### src/rtl/rmst_pkg.sv
// Shared types, constants and codes for the range maximum segment tree.
package rmst_pkg;

    localparam int LEAVES  = 1024;
    localparam int LEVELS  = $clog2(LEAVES);
    localparam int NODE_W  = LEVELS + 1;      // node index 0 .. 2*LEAVES-1
    localparam int QIDX_W  = LEVELS + 2;      // query bound may reach 2*LEAVES
    localparam int DEPTH   = 2 * LEAVES;
    localparam int VAL_W   = 32;
    localparam int POS_W   = 10;
    localparam int CNT_W   = 11;
    localparam int CMD_W   = 2;

    localparam logic [CNT_W-1:0] CNT_RESET = CNT_W'(1024);

    typedef enum logic [CMD_W-1:0] {
        CMD_SET = 2'd0,
        CMD_GET = 2'd1,
        CMD_QRY = 2'd2
    } t_cmd;

    typedef struct packed {
        logic [CMD_W-1:0] command;
        logic [POS_W-1:0] position;
        logic [VAL_W-1:0] new_value;
        logic [CNT_W-1:0] range_start;
        logic [CNT_W-1:0] range_end;
    } t_item;

    // controller to datapath
    typedef struct packed {
        logic accept;
        logic clr_wr;
        logic leaf_wr;
        logic pair_rd;
        logic node_wr;
        logic leaf_rd;
        logic qry_rd;
        logic qry_acc;
        logic out_load;
    } t_dp_cmd;

    // datapath to controller
    typedef struct packed {
        logic             clr_last;
        logic [CMD_W-1:0] cmd;
        logic             err;
        logic             k_root;
        logic             l_lt_r;
        logic             out_free;
    } t_dp_stat;

endpackage

### src/rtl/rmst_ctrl.sv
// Sequencer for the segment tree: clearing pass, set, get and query walks.
module rmst_ctrl (
    input  logic               i_clk,
    input  logic               i_rst_n,
    input  logic               i_in_valid,
    output logic               o_in_ready,
    input  rmst_pkg::t_dp_stat i_stat,
    output rmst_pkg::t_dp_cmd  o_cmd
);
    import rmst_pkg::*;

    typedef enum logic [3:0] {
        ST_CLEAR,
        ST_IDLE,
        ST_DECODE,
        ST_SET_LEAF,
        ST_SET_READ,
        ST_SET_WRITE,
        ST_GET_READ,
        ST_QRY_STEP,
        ST_QRY_ACC,
        ST_FINISH
    } t_state;

    t_state r_state, n_state;

    always_comb begin
        n_state    = r_state;
        o_cmd      = '0;
        o_in_ready = 1'b0;
        unique case (r_state)
            ST_CLEAR: begin
                o_cmd.clr_wr = 1'b1;
                if (i_stat.clr_last) begin
                    n_state = ST_IDLE;
                end
            end
            ST_IDLE: begin
                o_in_ready   = 1'b1;
                o_cmd.accept = i_in_valid;
                if (i_in_valid) begin
                    n_state = ST_DECODE;
                end
            end
            ST_DECODE: begin
                if (i_stat.err) begin
                    n_state = ST_FINISH;
                end else begin
                    unique case (i_stat.cmd)
                        CMD_SET: n_state = ST_SET_LEAF;
                        CMD_GET: n_state = ST_GET_READ;
                        CMD_QRY: n_state = ST_QRY_STEP;
                        default: n_state = ST_FINISH;
                    endcase
                end
            end
            ST_SET_LEAF: begin
                o_cmd.leaf_wr = 1'b1;
                n_state       = ST_SET_READ;
            end
            ST_SET_READ: begin
                o_cmd.pair_rd = 1'b1;
                n_state       = ST_SET_WRITE;
            end
            ST_SET_WRITE: begin
                o_cmd.node_wr = 1'b1;
                n_state       = i_stat.k_root ? ST_FINISH : ST_SET_READ;
            end
            ST_GET_READ: begin
                o_cmd.leaf_rd = 1'b1;
                n_state       = ST_FINISH;
            end
            ST_QRY_STEP: begin
                if (i_stat.l_lt_r) begin
                    o_cmd.qry_rd = 1'b1;
                    n_state      = ST_QRY_ACC;
                end else begin
                    n_state = ST_FINISH;
                end
            end
            ST_QRY_ACC: begin
                o_cmd.qry_acc = 1'b1;
                n_state       = ST_QRY_STEP;
            end
            ST_FINISH: begin
                if (i_stat.out_free) begin
                    o_cmd.out_load = 1'b1;
                    n_state        = ST_IDLE;
                end
            end
            default: n_state = ST_CLEAR;
        endcase
    end

    always_ff @(posedge i_clk) begin
        if (!i_rst_n) begin
            r_state <= ST_CLEAR;
        end else begin
            r_state <= n_state;
        end
    end

endmodule

### config.mk
export PLATFORM = sky130hd
export DESIGN_NAME = rmst_ctrl
export DESIGN_NICKNAME = d
export VERILOG_FILES = /design/src/rtl/rmst_pkg.sv /design/src/rtl/rmst_ctrl.sv
export SDC_FILE = /design/constraint.sdc
export NUM_CORES = 1
export LEC_CHECK = 0
export ABC_AREA = 1
export BUFFER_PORTS_ARGS = -buffer_cell sky130_fd_sc_hd__buf_2
export CAP_MARGIN = 20
export CORE_AREA = 5 5 42 44
export DETAILED_ROUTE_END_ITERATION = 10
export DIE_AREA = 0 0 47 49
export GPL_ROUTABILITY_DRIVEN = 0
export GPL_TIMING_DRIVEN = 0
export SYNTH_ARGS = -nofsm -noshare
export SYNTH_HDL_FRONTEND = slang
export SYNTH_SLANG_ARGS = --single-unit
### constraint.sdc
create_clock -name i_clk -period 1.22 [get_ports i_clk]
set_input_delay 0.366 -clock i_clk [delete_from_list [all_inputs] [get_ports i_clk]]
set_output_delay 0.366 -clock i_clk [all_outputs]
set_load 0.1 [all_outputs]
== After elaboration in Yosys (flattened, before gate mapping) ==
Cells that the tools add are included.

* Output and inout bits: 10
* Logic and storage cells: 38
* Register bits: 4
* Bits of input ports: 10

* Equality and inequality tests: 14
* Mux-type cells: 20
* Reductions and logical operators: 3

{| class="wikitable"
|+ Operators by type and width
! operator !! count
|-
| one-hot mux 4 bit (10 select lines) || 1
|-
| 2-to-1 mux 4 bit || 5
|-
| == test 4 x 3 -> 1 bit, second input constant || 4
|-
| 2-to-1 mux 1 bit || 13
|-
| one-hot mux 4 bit (3 select lines) || 1
|-
| == test 4 x 2 -> 1 bit, second input constant || 2
|-
| == test 4 bit, second input constant || 2
|-
| inequality test 2 bit, second input constant || 3
|-
| == test 4 x 1 -> 1 bit, second input constant || 1
|-
| zero test 4 bit || 1
|-
| AND reduction 3 bit || 1
|-
| == test 2 x 1 -> 1 bit, second input constant || 1
|-
| == test 2 bit, second input constant || 1
|-
| zero test 2 bit || 1
|}

== Depth between registers and ports, before layout ==
* Word-level depth: 4
* Depth in mapped cells: 9
* Gate-level depth less buffers: 9

== Least setup slack after synthesis ==
No wires, ideal clock.

* Kind: register to output
* From: register r_state[1]
* To: output port o_cmd[2] (netlist bit)
* Cell stages (with the launch flop): 3
* Buffers on the path: 0
* Required time: 0.854 ns
* Path slack: -1.754 ns
* Data arrival time: 2.608 ns
* Path through: dfxtp_1 > nand2_1 > nor3_1

{| class="wikitable"
|+ RTL lines
! item !! RTL line !! source
|-
| from (decl) || rmst_ctrl.sv:25 || <nowiki>t_state r_state, n_state;</nowiki>
|-
| from (signal assigned) || rmst_ctrl.sv:99 || <nowiki>r_state <= n_state;</nowiki>
|-
| to (decl) || rmst_ctrl.sv:8 || <nowiki>output rmst_pkg::t_dp_cmd o_cmd</nowiki>
|}

==> qor.csv <==
metric;value;unit
worst-case headroom to the max-slew limit;85.17;%
Syn Inst Count;74;
portion of the post-synthesis area used by sequential elements;19.39;%
layout filler cell count;129;
number of routed nets with antenna violations;0;
total global-route track usage;14.14;%
type of the worst setup path;reg2out;
number of max-cap violations;0;
full die area;2303;um2
DR WL met2;855;um
flop and latch count out of synthesis;4;
maximum level of the CTS H-tree;1;
net count of the mapped netlist;86;
static power due to leakage;0.4310;nW
cells taking the most area after synthesis;dfxtp_1, inv_1, nand2_1;
number of cells traversed by the worst hold path;3;
Cell Pwr Density;2372;nW/um2
commonest non-fill, non-tap cell in the layout;inv_1;
post-route cell area;950.9;um2
total of warnings raised by yosys;0;
detailed-route vias per instance;4.612;
Yosys top cell by area;dfxtp_1;
wire length per cell;12.63;um
class of the tightest hold or removal check;in2reg;
fin crit share;130.7;%
number of sinks driven by the clock tree;4;
CTS Root Buffer Type;clkbuf_4;
RSZ-0062 raised after global routing;yes;
result of the run;complete, but fails checks;
violations in the final reports;negative setup slack;
worst slew pin tran;220.8;ps
number of top-level pins;20;
Die Height;49;um
total power consumption of the routed design;0.002255;W
number of flip-flops under the largest register name;4;
Setup crit start kind;flop;
uppermost signal routing layer after detailed routing;met4;
maximum number of pins on one net before global-route repair;8;
Setup WS pre-CTS;-420.1;ps
number of buffers added to fix hold violations after cts;0;
syn avg cell area;5.580;um2
portion of synthesized cell area occupied by the leading cell type;19.39;%
met1 WL;559;um
highest clock rate;626.9;MHz
global-route wire length before repair;2.304;mm
post-synthesis cell type count;16;
met3 routed WL;91;um
sum of negative setup slack;-3266;ps
Area after DPL;638.1;um2
Remaining DRCs;0;
synth-to-layout area growth;130.3;%
critical path capture point type;output port;
Tmin final;1595;ps
share of cells above drive strength 1;67.62;%
register clock-pin slew on the reported worst setup and hold paths;40;ps
CP max FO;3;
leading registers by flop count;r_state x4;
global-route congestion overflow total;0;
chip width;47;um
cells on worst reg2reg path;9;
register name with the most flops;r_state;
TritonRoute pass-1 iters;4;
clk_lat worst skew;240;ps
IR drop worst, VDD;0.002039;V
WP data required;850;ps
number of failing hold endpoints at the final stage;0;
data arrival time at the worst-slack endpoint;1230;ps
final setup skew;0.5892;ps
routed wire length;1.528;mm
Initial Utilization;29.46;%
worst setup slack for register-to-register paths;-70;ps
number of buffers created by CTS;3;
port bufs;19;
CTS tree;done;
number of antenna violations at the first check in global routing;0;
top library cells by usage in the layout, fill and taps aside;inv_1, buf_2, buf_12;
area of the mapped netlist;412.9;um2
final layout net count;118;
via count of the first global-routing pass;560;
Longest Clk Path Bufs;2;
number of setup violations in the final report;12;
HPWL Detailed;995.7;um
Ant. Diodes;0;
area of the core;1401;um2
Final Slew Violations;0;
DR iter-0 viols;10;
via count;558;
number of rows in the core area;14;
Worst Slack Setup Final;-375.1;ps
## worst paths after layout
kind,startpoint,to
max,r_state[3],o_cmd[0]
min,i_rst_n,r_state[0]
max reg2reg,r_state[0],r_state[0]
min reg2reg,r_state[1],r_state[3]
## where the power goes
part | internal [W] | switching [W] | leakage (nW)
clock network | 0.000123 | 0.0000634 | 0.0150
logic | 0.000630 | 0.00114 | 0.380
registers | 0.000191 | 0.000104 | 0.0356
total | 0.000945 | 0.00131 | 0.431
## critical path: stages, from the launching register on
cell,delay [ps]
dfxtp_4,370
inv_4,40
nor2_2,170
nand2_2,110
nor2_4,120
buf_12,180
## synthesized netlist by cell type
master   instances
inv_1           19
nand2_1         13
nor2_1          12
nand3_1          6
nor3_1           5
dfxtp_1          4
nand2_2          3
nor2_2           3
ha_1             2
a21oi_1          1
a31oi_1          1
a41oi_1          1
inv_2            1
nor2_4           1
nor3_2           1
o21ai_0          1
## logic make-up after synthesis
| group | Yosys count | share of synthesized area (%) |
|---|---|---|
| AND/OR/NAND/NOR | 44 | 50.30 |
| AO/OA/AOI/OAI | 4 | 6.060 |
| buffers and inverters | 20 | 18.18 |
| adder cells (fa/ha/maj) | 2 | 6.060 |
| flip-flops | 4 | 19.39 |
## cell type report
class                      count  area (um2)  share of cell area, %
multi-input combinational     50       396.6                  41.71
tap                           16       20.02                  2.105
sequential                     4       95.09                  10.00
inverter                      20       97.59                  10.26
clock buffer                   4       26.28                  2.763
timing repair buffer          27       315.3                  33.16
## per-stage QoR
stage / hold WS, ps / util, % / std cells
final: 431.6 / 67.86 / 121
after floorplan: 541.0 / - / 74
after global routing: 468.6 / 67.86 / 121
after CTS: 423.3 / 61.88 / 119
after global placement: 595.4 / 45.54 / 109
after detailed placement: 594.8 / 45.54 / 109
## timing repair
action | 4_1_cts | 5_1_grt
setup buffers | 6 | 3
endpoints found under the hold margin | 0 | 0
pin swaps | 7 | 12
endpoints found under the setup margin | 10 | 14
resized for setup | 44 | 17
## metal layers
layer	track usage (%)	vias to the layer above
li1	-	286
met1	15.97	250
met2	22.62	20
met3	3.690	2
met4	8.295	0
met5	0	-
(Power assumes the default switching activity.)
